### config.mk
export PLATFORM = sky130hd
export DESIGN_NAME = i2c_master_byte_sequencer
export DESIGN_NICKNAME = d
export VERILOG_FILES = /design/src/sv/i2cm_pkg.sv /design/src/sv/i2cm_seq.sv /design/src/sv/i2cm_out_reg.sv /design/src/sv/i2c_master_byte_sequencer.sv
export VERILOG_INCLUDE_DIRS = /design/src /design/src/sv
export SDC_FILE = /design/constraint.sdc
export NUM_CORES = 1
export LEC_CHECK = 0
export BUFFER_PORTS_ARGS = -buffer_cell sky130_fd_sc_hd__buf_2
export CELL_PAD_IN_SITES_DETAIL_PLACEMENT = 0
export CELL_PAD_IN_SITES_GLOBAL_PLACEMENT = 1
export CORE_MARGIN = 2
export CORE_UTILIZATION = 40
export CTS_CLUSTER_SIZE = 8
export DETAILED_ROUTE_END_ITERATION = 10
export PLACE_DENSITY = 0.78
export SETUP_SLACK_MARGIN = 0.05
export SYNTH_ARGS = -nofsm -noshare
export SYNTH_HDL_FRONTEND = slang
export SYNTH_HIERARCHICAL = 1
export SYNTH_SLANG_ARGS = --single-unit
### constraint.sdc
create_clock -name clk -period 3.2 [get_ports clk]
set_input_delay 0.16 -clock clk [delete_from_list [all_inputs] [get_ports clk]]
set_output_delay 0.16 -clock clk [all_outputs]
set_load 0.01 [all_outputs]
### src/sv/i2c_master_byte_sequencer_defines.svh
// Assertion macros for the I2C master byte sequencer.
// Included by i2cm_seq, the RTL file that carries concurrent checks; depends on clk and rst.
`ifndef I2C_MASTER_BYTE_SEQUENCER_DEFINES_SVH
`define I2C_MASTER_BYTE_SEQUENCER_DEFINES_SVH

`ifndef SYNTHESIS
`define I2CM_ASSERT_IMP(lbl, ante, cons) \
  lbl: assert property (@(posedge clk) disable iff (rst) (ante) |-> (cons)) \
    else $error("i2cm check failed");
`define I2CM_ASSERT_NEXT(lbl, ante, cons) \
  lbl: assert property (@(posedge clk) disable iff (rst) (ante) |=> (cons)) \
    else $error("i2cm check failed");
`else
`define I2CM_ASSERT_IMP(lbl, ante, cons)
`define I2CM_ASSERT_NEXT(lbl, ante, cons)
`endif

`endif

### src/sv/i2cm_pkg.sv
// Shared types and constants for the I2C master byte sequencer.
// No dependencies; used by the sequencer, the result register and the top level.
package i2cm_pkg;

  localparam int PHASE_W = 5;

  typedef enum logic [3:0] {
    CMD_TICK      = 4'd0,
    CMD_START     = 4'd1,
    CMD_STOP      = 4'd2,
    CMD_ACK       = 4'd3,
    CMD_NACK      = 4'd4,
    CMD_WAIT_ACK  = 4'd5,
    CMD_WRITE     = 4'd6,
    CMD_READ      = 4'd7,
    CMD_BUS_RESET = 4'd8
  } cmd_t;

  localparam logic [15:0]        HALF_PERIOD_RESET = 16'd4;
  localparam logic [PHASE_W-1:0] WRITE_LAST_PHASE  = 5'd21;
  localparam logic [PHASE_W-1:0] WRITE_END_PHASE   = 5'd23;
  localparam logic [PHASE_W-1:0] READ_LAST_PHASE   = 5'd14;
  localparam logic [PHASE_W-1:0] READ_END_PHASE    = 5'd15;

  localparam logic [1:0] BIT_STEP_LOW   = 2'd0;
  localparam logic [1:0] BIT_STEP_HIGH  = 2'd1;
  localparam logic [1:0] BIT_STEP_SHIFT = 2'd2;

  // step within a written bit for each phase index
  localparam logic [1:0] WRITE_STEP [32] = '{
    2'd0, 2'd1, 2'd2, 2'd0, 2'd1, 2'd2, 2'd0, 2'd1,
    2'd2, 2'd0, 2'd1, 2'd2, 2'd0, 2'd1, 2'd2, 2'd0,
    2'd1, 2'd2, 2'd0, 2'd1, 2'd2, 2'd0, 2'd1, 2'd2,
    2'd0, 2'd1, 2'd2, 2'd0, 2'd1, 2'd2, 2'd0, 2'd1
  };

  typedef struct packed {
    logic       scl_level;
    logic       sda_level;
    logic       busy_res;
    logic       done_res;
    logic [7:0] read_byte_out;
    logic       nack_seen;
    logic       rejected;
  } res_t;

endpackage

### src/sv/i2cm_seq.sv
// Command and phase sequencer: holds the bus state and works out each item's result.
// Depends on i2cm_pkg and the assertion macros header.
`include "i2c_master_byte_sequencer_defines.svh"

module i2cm_seq #(
  parameter int DELAY_WIDTH = 16
) (
  input  logic          clk,
  input  logic          rst,
  input  logic          accept,
  input  logic [3:0]    operation,
  input  logic [7:0]    write_data,
  input  logic          sda_in,
  input  logic [15:0]   half_period,
  output i2cm_pkg::res_t result
);
  import i2cm_pkg::*;

  cmd_t                   command, command_next;
  logic [PHASE_W-1:0]     phase, phase_next;
  logic [DELAY_WIDTH-1:0] delay_count, delay_next;
  logic [7:0]             shift_byte, shift_next;
  logic                   scl_reg, scl_next;
  logic                   sda_reg, sda_next;
  logic                   ack_reg, ack_next;
  logic [7:0]             read_reg, read_next;

  logic                   is_cmd;
  cmd_t                   op_cmd;
  logic [DELAY_WIDTH-1:0] hp_trim, arm_value, delay_dec;
  logic                   fin, reject;

  assign is_cmd    = (operation >= 4'd1) && (operation <= 4'd8);
  assign op_cmd    = is_cmd ? cmd_t'(operation) : CMD_TICK;
  assign hp_trim   = DELAY_WIDTH'(half_period);
  assign arm_value = (hp_trim == '0) ? DELAY_WIDTH'(1) : hp_trim;
  assign delay_dec = delay_count - DELAY_WIDTH'(1);

  always_comb begin
    command_next = command;
    phase_next   = phase;
    delay_next   = delay_count;
    shift_next   = shift_byte;
    scl_next     = scl_reg;
    sda_next     = sda_reg;
    ack_next     = ack_reg;
    read_next    = read_reg;
    fin          = 1'b0;
    reject       = 1'b0;
    if (accept && is_cmd) begin
      if (command != CMD_TICK) begin
        reject = 1'b1;
      end else begin
        command_next = op_cmd;
        phase_next   = '0;
        delay_next   = arm_value;
        unique case (op_cmd)
          CMD_START, CMD_NACK, CMD_WAIT_ACK, CMD_BUS_RESET: begin
            scl_next = 1'b1;
            sda_next = 1'b1;
          end
          CMD_STOP, CMD_ACK: begin
            scl_next = 1'b1;
            sda_next = 1'b0;
          end
          CMD_WRITE: begin
            shift_next = write_data;
            sda_next   = write_data[7];
          end
          CMD_READ: begin
            shift_next = '0;
            scl_next   = 1'b1;
          end
          default: ;
        endcase
      end
    end else if (accept && command != CMD_TICK) begin
      delay_next = delay_dec;
      if (delay_dec == '0) begin
        unique case (command)
          CMD_START, CMD_BUS_RESET: begin
            if (phase == '0) begin
              sda_next = 1'b0;
            end else begin
              scl_next = 1'b0;
              fin      = 1'b1;
            end
          end
          CMD_STOP: begin
            sda_next = 1'b1;
            fin      = 1'b1;
          end
          CMD_ACK: begin
            if (phase == 5'd0) begin
              scl_next = 1'b0;
            end else if (phase == 5'd1) begin
              sda_next = 1'b1;
            end else begin
              fin = 1'b1;
            end
          end
          CMD_NACK: begin
            if (phase == '0) scl_next = 1'b0;
            else fin = 1'b1;
          end
          CMD_WAIT_ACK: begin
            if (phase == '0) begin
              ack_next = sda_in;
              scl_next = 1'b0;
            end else begin
              fin = 1'b1;
            end
          end
          CMD_WRITE: begin
            if (WRITE_STEP[phase] == BIT_STEP_LOW) begin
              scl_next = 1'b1;
            end else if (WRITE_STEP[phase] == BIT_STEP_HIGH) begin
              scl_next = 1'b0;
            end else if (phase >= WRITE_LAST_PHASE) begin
              sda_next = 1'b1;
              fin      = 1'b1;
            end else begin
              shift_next = {shift_byte[6:0], 1'b0};
              sda_next   = shift_byte[6];
            end
          end
          CMD_READ: begin
            if (!phase[0]) begin
              shift_next = {shift_byte[6:0], sda_in};
              scl_next   = 1'b0;
            end else if (phase >= READ_LAST_PHASE) begin
              read_next = shift_byte;
              fin       = 1'b1;
            end else begin
              scl_next = 1'b1;
            end
          end
          default: fin = 1'b1;
        endcase
        if (fin) begin
          command_next = CMD_TICK;
          phase_next   = '0;
          delay_next   = '0;
        end else begin
          phase_next = phase + 5'd1;
          delay_next = arm_value;
        end
      end
    end
  end

  always_comb begin
    result.scl_level     = scl_next;
    result.sda_level     = sda_next;
    result.busy_res      = (command_next != CMD_TICK);
    result.done_res      = fin;
    result.read_byte_out = read_next;
    result.nack_seen     = ack_next;
    result.rejected      = reject;
  end

  always_ff @(posedge clk) begin
    if (rst) begin
      command     <= CMD_TICK;
      phase       <= '0;
      delay_count <= '0;
      shift_byte  <= '0;
      scl_reg     <= 1'b1;
      sda_reg     <= 1'b1;
      ack_reg     <= 1'b0;
      read_reg    <= '0;
    end else begin
      command     <= command_next;
      phase       <= phase_next;
      delay_count <= delay_next;
      shift_byte  <= shift_next;
      scl_reg     <= scl_next;
      sda_reg     <= sda_next;
      ack_reg     <= ack_next;
      read_reg    <= read_next;
    end
  end

  `I2CM_ASSERT_IMP(a_delay_armed, command != CMD_TICK, delay_count != '0)
  `I2CM_ASSERT_NEXT(a_cmd_taken, accept && is_cmd && command == CMD_TICK, command == $past(op_cmd))
  `I2CM_ASSERT_NEXT(a_reject_holds, accept && is_cmd && command != CMD_TICK, $stable(command) && $stable(phase))
  `I2CM_ASSERT_IMP(a_write_phase, command == CMD_WRITE, phase <= WRITE_END_PHASE)
  `I2CM_ASSERT_IMP(a_read_phase, command == CMD_READ, phase <= READ_END_PHASE)

endmodule

### src/sv/i2cm_out_reg.sv
// Result register with valid and ready: holds one result item until taken.
// Depends on i2cm_pkg for the result type.
module i2cm_out_reg (
  input  logic           clk,
  input  logic           rst,
  input  logic           load,
  input  i2cm_pkg::res_t data_in,
  input  logic           out_ready,
  output logic           out_valid,
  output logic           can_load,
  output i2cm_pkg::res_t data_out
);
  import i2cm_pkg::*;

  res_t held;
  logic valid;

  assign can_load  = !valid || out_ready;
  assign out_valid = valid;
  assign data_out  = held;

  always_ff @(posedge clk) begin
    if (rst) begin
      valid <= 1'b0;
    end else if (load) begin
      valid <= 1'b1;
    end else if (out_ready) begin
      valid <= 1'b0;
    end
  end

  always_ff @(posedge clk) begin
    if (load) begin
      held <= data_in;
    end
  end

endmodule

### src/sv/i2c_master_byte_sequencer.sv
// I2C master byte sequencer: one result item per input item, offered the next cycle.
// One item per clock while out_ready holds; the register frees as its result is taken.
// Bus phases are counted in tick items, half_period ticks per phase (0 acts as 1).
// Synchronous reset: idle, SCL and SDA released, half_period back to 4, no result held.
// Depends on i2cm_pkg, i2cm_seq and i2cm_out_reg.
module i2c_master_byte_sequencer #(
  parameter int DELAY_WIDTH = 16
) (
  input  logic        clk,
  input  logic        rst,
  input  logic        cfg_write_enable,
  input  logic [15:0] cfg_write_data,
  input  logic        in_valid,
  output logic        in_ready,
  input  logic [3:0]  operation,
  input  logic [7:0]  write_data,
  input  logic        sda_in,
  output logic        out_valid,
  input  logic        out_ready,
  output logic        scl_level,
  output logic        sda_level,
  output logic        busy_res,
  output logic        done_res,
  output logic [7:0]  read_byte_out,
  output logic        nack_seen,
  output logic        rejected
);
  import i2cm_pkg::*;

  logic [15:0] half_period;
  logic        accept;
  res_t        result_next, result;

  always_ff @(posedge clk) begin
    if (rst) begin
      half_period <= HALF_PERIOD_RESET;
    end else if (cfg_write_enable) begin
      half_period <= cfg_write_data;
    end
  end

  assign accept = in_valid && in_ready;

  i2cm_seq #(
    .DELAY_WIDTH(DELAY_WIDTH)
  ) u_seq (
    .clk        (clk),
    .rst        (rst),
    .accept     (accept),
    .operation  (operation),
    .write_data (write_data),
    .sda_in     (sda_in),
    .half_period(half_period),
    .result     (result_next)
  );

  i2cm_out_reg u_out (
    .clk      (clk),
    .rst      (rst),
    .load     (accept),
    .data_in  (result_next),
    .out_ready(out_ready),
    .out_valid(out_valid),
    .can_load (in_ready),
    .data_out (result)
  );

  assign scl_level     = result.scl_level;
  assign sda_level     = result.sda_level;
  assign busy_res      = result.busy_res;
  assign done_res      = result.done_res;
  assign read_byte_out = result.read_byte_out;
  assign nack_seen     = result.nack_seen;
  assign rejected      = result.rejected;

endmodule
# [Word level (Yosys, flattened, before mapping)]
# Memories as Yosys holds them, arrays and structs flattened.
# Cells that the tools add are included.
[totals] reg_bits=75 rom_bits=64 out_inout_bits=16 wordCells=157 mem_count=1
[memory_table] memory="(name not given)" words=32 width=2 read_ports=1 rd_clocked_by_memory_dff=0 wr=0 line_no="i2cm_seq.sv:115" text="if (WRITE_STEP[phase] == BIT_STEP_LOW) begin"
[op_classes] n_addsub=2 magnitude_cmp=5 eq_ne=24 n_mux=79 bitwise_logic=3 reduce_logical=26
[op_table] operator="$mux W8" n=14
[op_table] operator="$mux W16" n=6
[op_table] operator="$mux W1" n=40
[op_table] operator="$eq A4 B3 Y1 const B" n=8
[op_table] operator="$logic_not A16 Y1" n=2
[op_table] operator="$pmux W8 S2" n=2
[op_table] operator="$mux W5" n=5
[op_table] operator="$mux W4" n=6
[op_table] operator="$eq A4 B2 Y1 const B" n=4
[op_table] operator="$sub A16 B1 Y16 const B" n=1
[op_table] operator="$pmux W1 S4" n=3
[op_table] operator="$ne A3 B2 Y1 const B" n=3
[op_table] operator="$reduce_and A9 Y1" n=1
[op_table] operator="$eq A4 B1 Y1 const B" n=2
[op_table] operator="$eq A4 B4 Y1 const B" n=2
[op_table] operator="$reduce_bool A4 Y1" n=2
[op_table] operator="$reduce_or A4 Y1" n=2
[op_table] operator="$reduce_or A7 Y1" n=1
[op_table] operator="$ge A6 B6 Y1 const B" n=1
[op_table] operator="$ne A3 B3 Y1 const B" n=2
[op_table] operator="$not A5 Y6" n=1
[op_table] operator="$reduce_bool A2 Y1" n=3
[op_table] operator="$reduce_or A3 Y1" n=2
[op_table] operator="$add A5 B1 Y5 const B" n=1
[op_table] operator="19 further kinds" n=25

# [Longest topological paths before layout]
[logic_depth] depth_word=16 depth_mapped=12 ltp_nobuf=9

# [Hierarchy]
# Netlist, hierarchy kept.
[by_module_without_submodules] module="i2cm_seq" n_inst=1 cells_per_inst=504 area_per_inst_um2=3649.8 seq_area_each_um2=880.8
[by_module_without_submodules] module="i2c_master_byte_sequencer" n_inst=1 cells_per_inst=53 area_per_inst_um2=588.1 seq_area_each_um2=320.3
[by_module_without_submodules] module="i2cm_out_reg" n_inst=1 cells_per_inst=18 area_per_inst_um2=466.7 seq_area_each_um2=440.4

# [Least setup slack after synthesis]
# No wires, ideal clock.
[synth_timing] path_kind="reg-to-reg" startpoint="register u_seq.delay_count[2]" endpoint="register u_out.held (netlist bit u_out/data_out[7]), data pin" setup_ns=0.262 arrival_time_ns=3.088 setup_slack_ns=-0.150 path_stages_with_launch=11 path_buffers=3 period_less_slack_ns=3.350 cell_sequence="dfxtp_1 -> buf_6 -> or4_1 -> buf_2 -> o31a_1 -> a2111oi_4 -> o211ai_1 -> or3_1 -> nor4b_4 -> buf_6 -> mux2_1"
[synth_lines] element="start: declaration" line_no="i2cm_seq.sv:21" text="logic [DELAY_WIDTH-1:0] delay_count, delay_next;"
[synth_lines] element="start signal: assignment" line_no="i2cm_seq.sv:175" text="delay_count <= delay_next;"
[synth_lines] element="end signal: assignment" line_no="i2cm_out_reg.sv:34" text="held <= data_in;"
[synth_lines] element="end: declaration" line_no="i2cm_out_reg.sv:15" text="res_t held;"

# [Worst setup path after layout]
[layout_timing] startpoint="register u_seq.delay_count[0]" endpoint="register u_seq.shift_byte[3]"
[layout_between] elab_chain_len=4
[layout_rtl] element="$sub A16 B1 Y16" line_no="i2cm_seq.sv:37" text="assign delay_dec = delay_count - DELAY_WIDTH'(1);"
[layout_rtl] element="$logic_not A16 Y1" line_no="i2cm_seq.sv:79" text="if (delay_dec == '0) begin"
[layout_rtl] element="$reduce_bool A2 Y1 (no line)"
[layout_rtl] element="$reduce_and A9 Y1 (no line)"
[layout_rtl] element="end signal: assignment" line_no="i2cm_seq.sv:176" text="shift_byte <= shift_next;"
[layout_rtl] element="end: declaration" line_no="i2cm_seq.sv:22" text="logic [7:0] shift_byte, shift_next;"
# Every way passes these cells.
# A chain may end at the register's enable or synchronous reset.

==> flow_summary.ini <==
[placed_design]
place_worst_setup_slack_ps = -47.4
port-buffer-count = 49
weighted_congestion_reported_at_the_end_of_routability_driven_placement = 0.906
detailed_place_hpwl_mm = 9.55
place_area_um2 = 5310
placed_cells_incl_taps = 768

[finish]
antenna_cells_inserted = 0
finalInstanceArea_um2 = 5700
num-nets-final = 683
final_cell_count_no_fill = 790
count_of_filler_cells_inserted_in_the_layout = 1120
mostFrequentLayoutCells = sky130_fd_sc_hd__dfxtp_1 (59), sky130_fd_sc_hd__buf_4 (59), sky130_fd_sc_hd__nor2_1 (53)
layout-drive-gt1-share = 0.249
syn2layout_area_growth_pct = 21.1

[clocking]
clkTransAtPathRegs_ps = 60
clk_latency_ps = 330
ctsHoldBuffers = 0
h-tree-depth = 3
cts_made_buffers = 9
numClockSinks = 75
tritoncts = yes
cts.root.buffer_cell = sky130_fd_sc_hd__clkbuf_16
clk_path_buf_depth = 2

[global_route]
grt_first_pass_wirelength_mm = 20.7
globalRouteMet3Util = 0.0427
top_usage_layer = met2
grt_use_met2 = 0.340
grt_use_total = 0.201
globalRouteMet1Util = 0.256
grt_remaining_overflow = 0
number_of_global_route_vias_before_repair = 4163
grt_start_max_net_pins = 47
initial_antenna_violation_count = 0

[die]
floorplan.core_area_um2 = 11500
die_y_um = 112
die-area_um2 = 12600
starting_density_of_the_core = 0.410
rows = 39
io_pins = 50
dieWidth_um = 112

[pwr]
pwr_density_cell_nw_per_um2 = 479
power.ir.vdd_worst_mv = 0.329
power.total_mw = 2.73
static-leakage-power_nw = 2.23

[logic_synthesis]
netlist.area_leader.share = 0.260
synth_edf_count = 14
mappedNetlistNets = 616
dominantRegCellSynth = sky130_fd_sc_hd__dfxtp_1
post_synth_instance_area_um2 = 4700
synth_warnings = 6
async_flop_share = 0
synthCells = 575
yosys_register_bits = 75
netlist.top_cell.by_area = sky130_fd_sc_hd__dfxtp_1
ys_types = 72
syn-mean-instance-area_um2 = 8.18
synth-seq-area-share = 0.349
synth_top_cells_by_area = sky130_fd_sc_hd__dfxtp_1 (26%), sky130_fd_sc_hd__edfxtp_1 (8.9%), sky130_fd_sc_hd__mux2i_1 (6.0%)

[hold_path]
holdPathStages = 2
hold_path.class = in2reg

[drt]
drt-pass1-iter-count = 5
drtIter0Drc = 258
ant_nets = 0
post-route-drc-count = 0
vias = 4519
route.detailed.wl_per_inst_um = 16.5
post_drt_via_cell_ratio = 5.72
route.final.wire_length_mm = 13.0

[outcome]
outcome = complete, no violations

[critical_path]
critPathMaxFanout = 12
worst_setup_path_end_kind = register
required_ps = 3440
setup_crit_path_kind = reg2reg
reg2regPathDepth = 9
data_arrival_time_at_the_worst_slack_endpoint_ps = 3330
worst_setup_start_kind = register

[sta]
final.setup.worst_slack_ps = 111
worst-slew-pin-transition_ps = 586
achievable-frequency_mhz = 324
relSlewSlack = 0.607
post-route-min-period_ps = 3090
fin_skew_ps = 8.00
totalNegativeSetupSlack_ps = 0
slew_violations = 0
grt_setup_unrepaired = yes
setup_viol = 0
final-hold-violation-count = 0
portion_of_the_clock_cycle_consumed_by_the_worst_path_in_the_final_layout = 0.965

[flow_run]
maxCapViolations = 0
layout make-up:
class / instances / area [um^2] / share of cell area
Clock buffer: 9 / 225 / 0.0395
Clock inverter: 7 / 42.5 / 0.00747
Timing Repair Buffer: 110 / 733 / 0.129
Tap cell: 143 / 179 / 0.0314
Multi-Input combinational cell: 422 / 2780 / 0.489
Inverter: 24 / 90.1 / 0.0158
Sequential cell: 75 / 1640 / 0.289
logic make-up after synthesis:
kind of cell,count (synthesis),synth area share
xor+xnor,7,0.0130
buf+inv,78,0.0753
flops,75,0.349
fa+ha+maj,7,0.0186
mux,37,0.0811
simple gates,214,0.237
compound gates,157,0.226
metal layers:
| metal | up-vias | routed length [um] | part of all wire |
|---|---|---|---|
| met5 | - | 0 | 0 |
| met4 | 0 | 256 | 0.020 |
| met3 | 21 | 616 | 0.047 |
| met2 | 145 | 6310 | 0.48 |
| met1 | 2090 | 5870 | 0.45 |
| li1 | 2263 | - | - |
critical path: stages, from the launching register on:
cell,delay (ps)
sky130_fd_sc_hd__dfxtp_2,330
sky130_fd_sc_hd__or4_4,540
sky130_fd_sc_hd__o31a_1,280
sky130_fd_sc_hd__a2111oi_4,320
sky130_fd_sc_hd__buf_4,170
sky130_fd_sc_hd__nand3_2,80
sky130_fd_sc_hd__or4_4,570
sky130_fd_sc_hd__buf_4,200
sky130_fd_sc_hd__a21o_4,250
sky130_fd_sc_hd__a211oi_2,260
final timing paths:
| path | from | to | slack [ps] |
|---|---|---|---|
| worst min-delay path | cfg_write_data[2] | half_period[2]$_SDFFE_PP1P_ | 40 |
| worst min register to register | u_seq/read_reg[5]$_SDFF_PP0_ | u_seq/read_reg[5]$_SDFF_PP0_ | 450 |
| worst max-delay path | u_seq/delay_count[0]$_SDFFE_PP0P_ | u_seq/shift_byte[3]$_SDFFE_PP0P_ | 110 |
| worst max register to register | u_seq/delay_count[0]$_SDFFE_PP0P_ | u_seq/shift_byte[3]$_SDFFE_PP0P_ | 110 |
Yosys cell counts (4+ instances only):
cell type	instances
sky130_fd_sc_hd__dfxtp_1	61
sky130_fd_sc_hd__ha_1	7
sky130_fd_sc_hd__o21ai_0	36
sky130_fd_sc_hd__nand2b_1	4
sky130_fd_sc_hd__nor3_1	11
sky130_fd_sc_hd__or3_1	6
sky130_fd_sc_hd__o211ai_1	6
sky130_fd_sc_hd__a21oi_1	30
sky130_fd_sc_hd__mux2i_1	28
sky130_fd_sc_hd__nand4_1	4
sky130_fd_sc_hd__o22ai_1	5
sky130_fd_sc_hd__buf_4	5
sky130_fd_sc_hd__and2_1	4
sky130_fd_sc_hd__inv_1	23
sky130_fd_sc_hd__nor4_1	18
sky130_fd_sc_hd__nand3b_1	5
sky130_fd_sc_hd__nor2_1	53
sky130_fd_sc_hd__edfxtp_1	14
sky130_fd_sc_hd__or2_2	4
sky130_fd_sc_hd__clkbuf_1	39
sky130_fd_sc_hd__or4_1	5
sky130_fd_sc_hd__nand3_1	21
sky130_fd_sc_hd__a31oi_1	13
sky130_fd_sc_hd__nor2b_1	7
sky130_fd_sc_hd__a211oi_1	22
sky130_fd_sc_hd__nand2_1	52
sky130_fd_sc_hd__and3_1	6
sky130_fd_sc_hd__xnor2_1	4
sky130_fd_sc_hd__mux2_2	7
timing repair:
item | CTS | global route
cloned | 0 | 1
pin swaps | 1 | 3
endpoints found under the setup margin | 17 | 19
buffers inserted | 0 | 5
gates resized for setup | 2 | 12
power breakdown:
part / leakage (nW) / internal [mW] / switching (mW) / total (mW)
Sequential: 0.636 / 1.01 / 0.0540 / 1.07
Clock: 0.129 / 0.520 / 0.387 / 0.907
Combinational: 1.47 / 0.321 / 0.435 / 0.756
Total: 2.23 / 1.85 / 0.876 / 2.73
per-stage QoR:
stage | hold slack (ps) | utilization
3_5_place_dp | 373 | 0.463
4_1_cts | 23.0 | 0.487
5_1_grt | 23.2 | 0.497
3_3_place_gp | 366 | 0.463
6_report | 36.1 | 0.497
2_1_floorplan | 222 | -
Power figures use the tool's default switching activity.
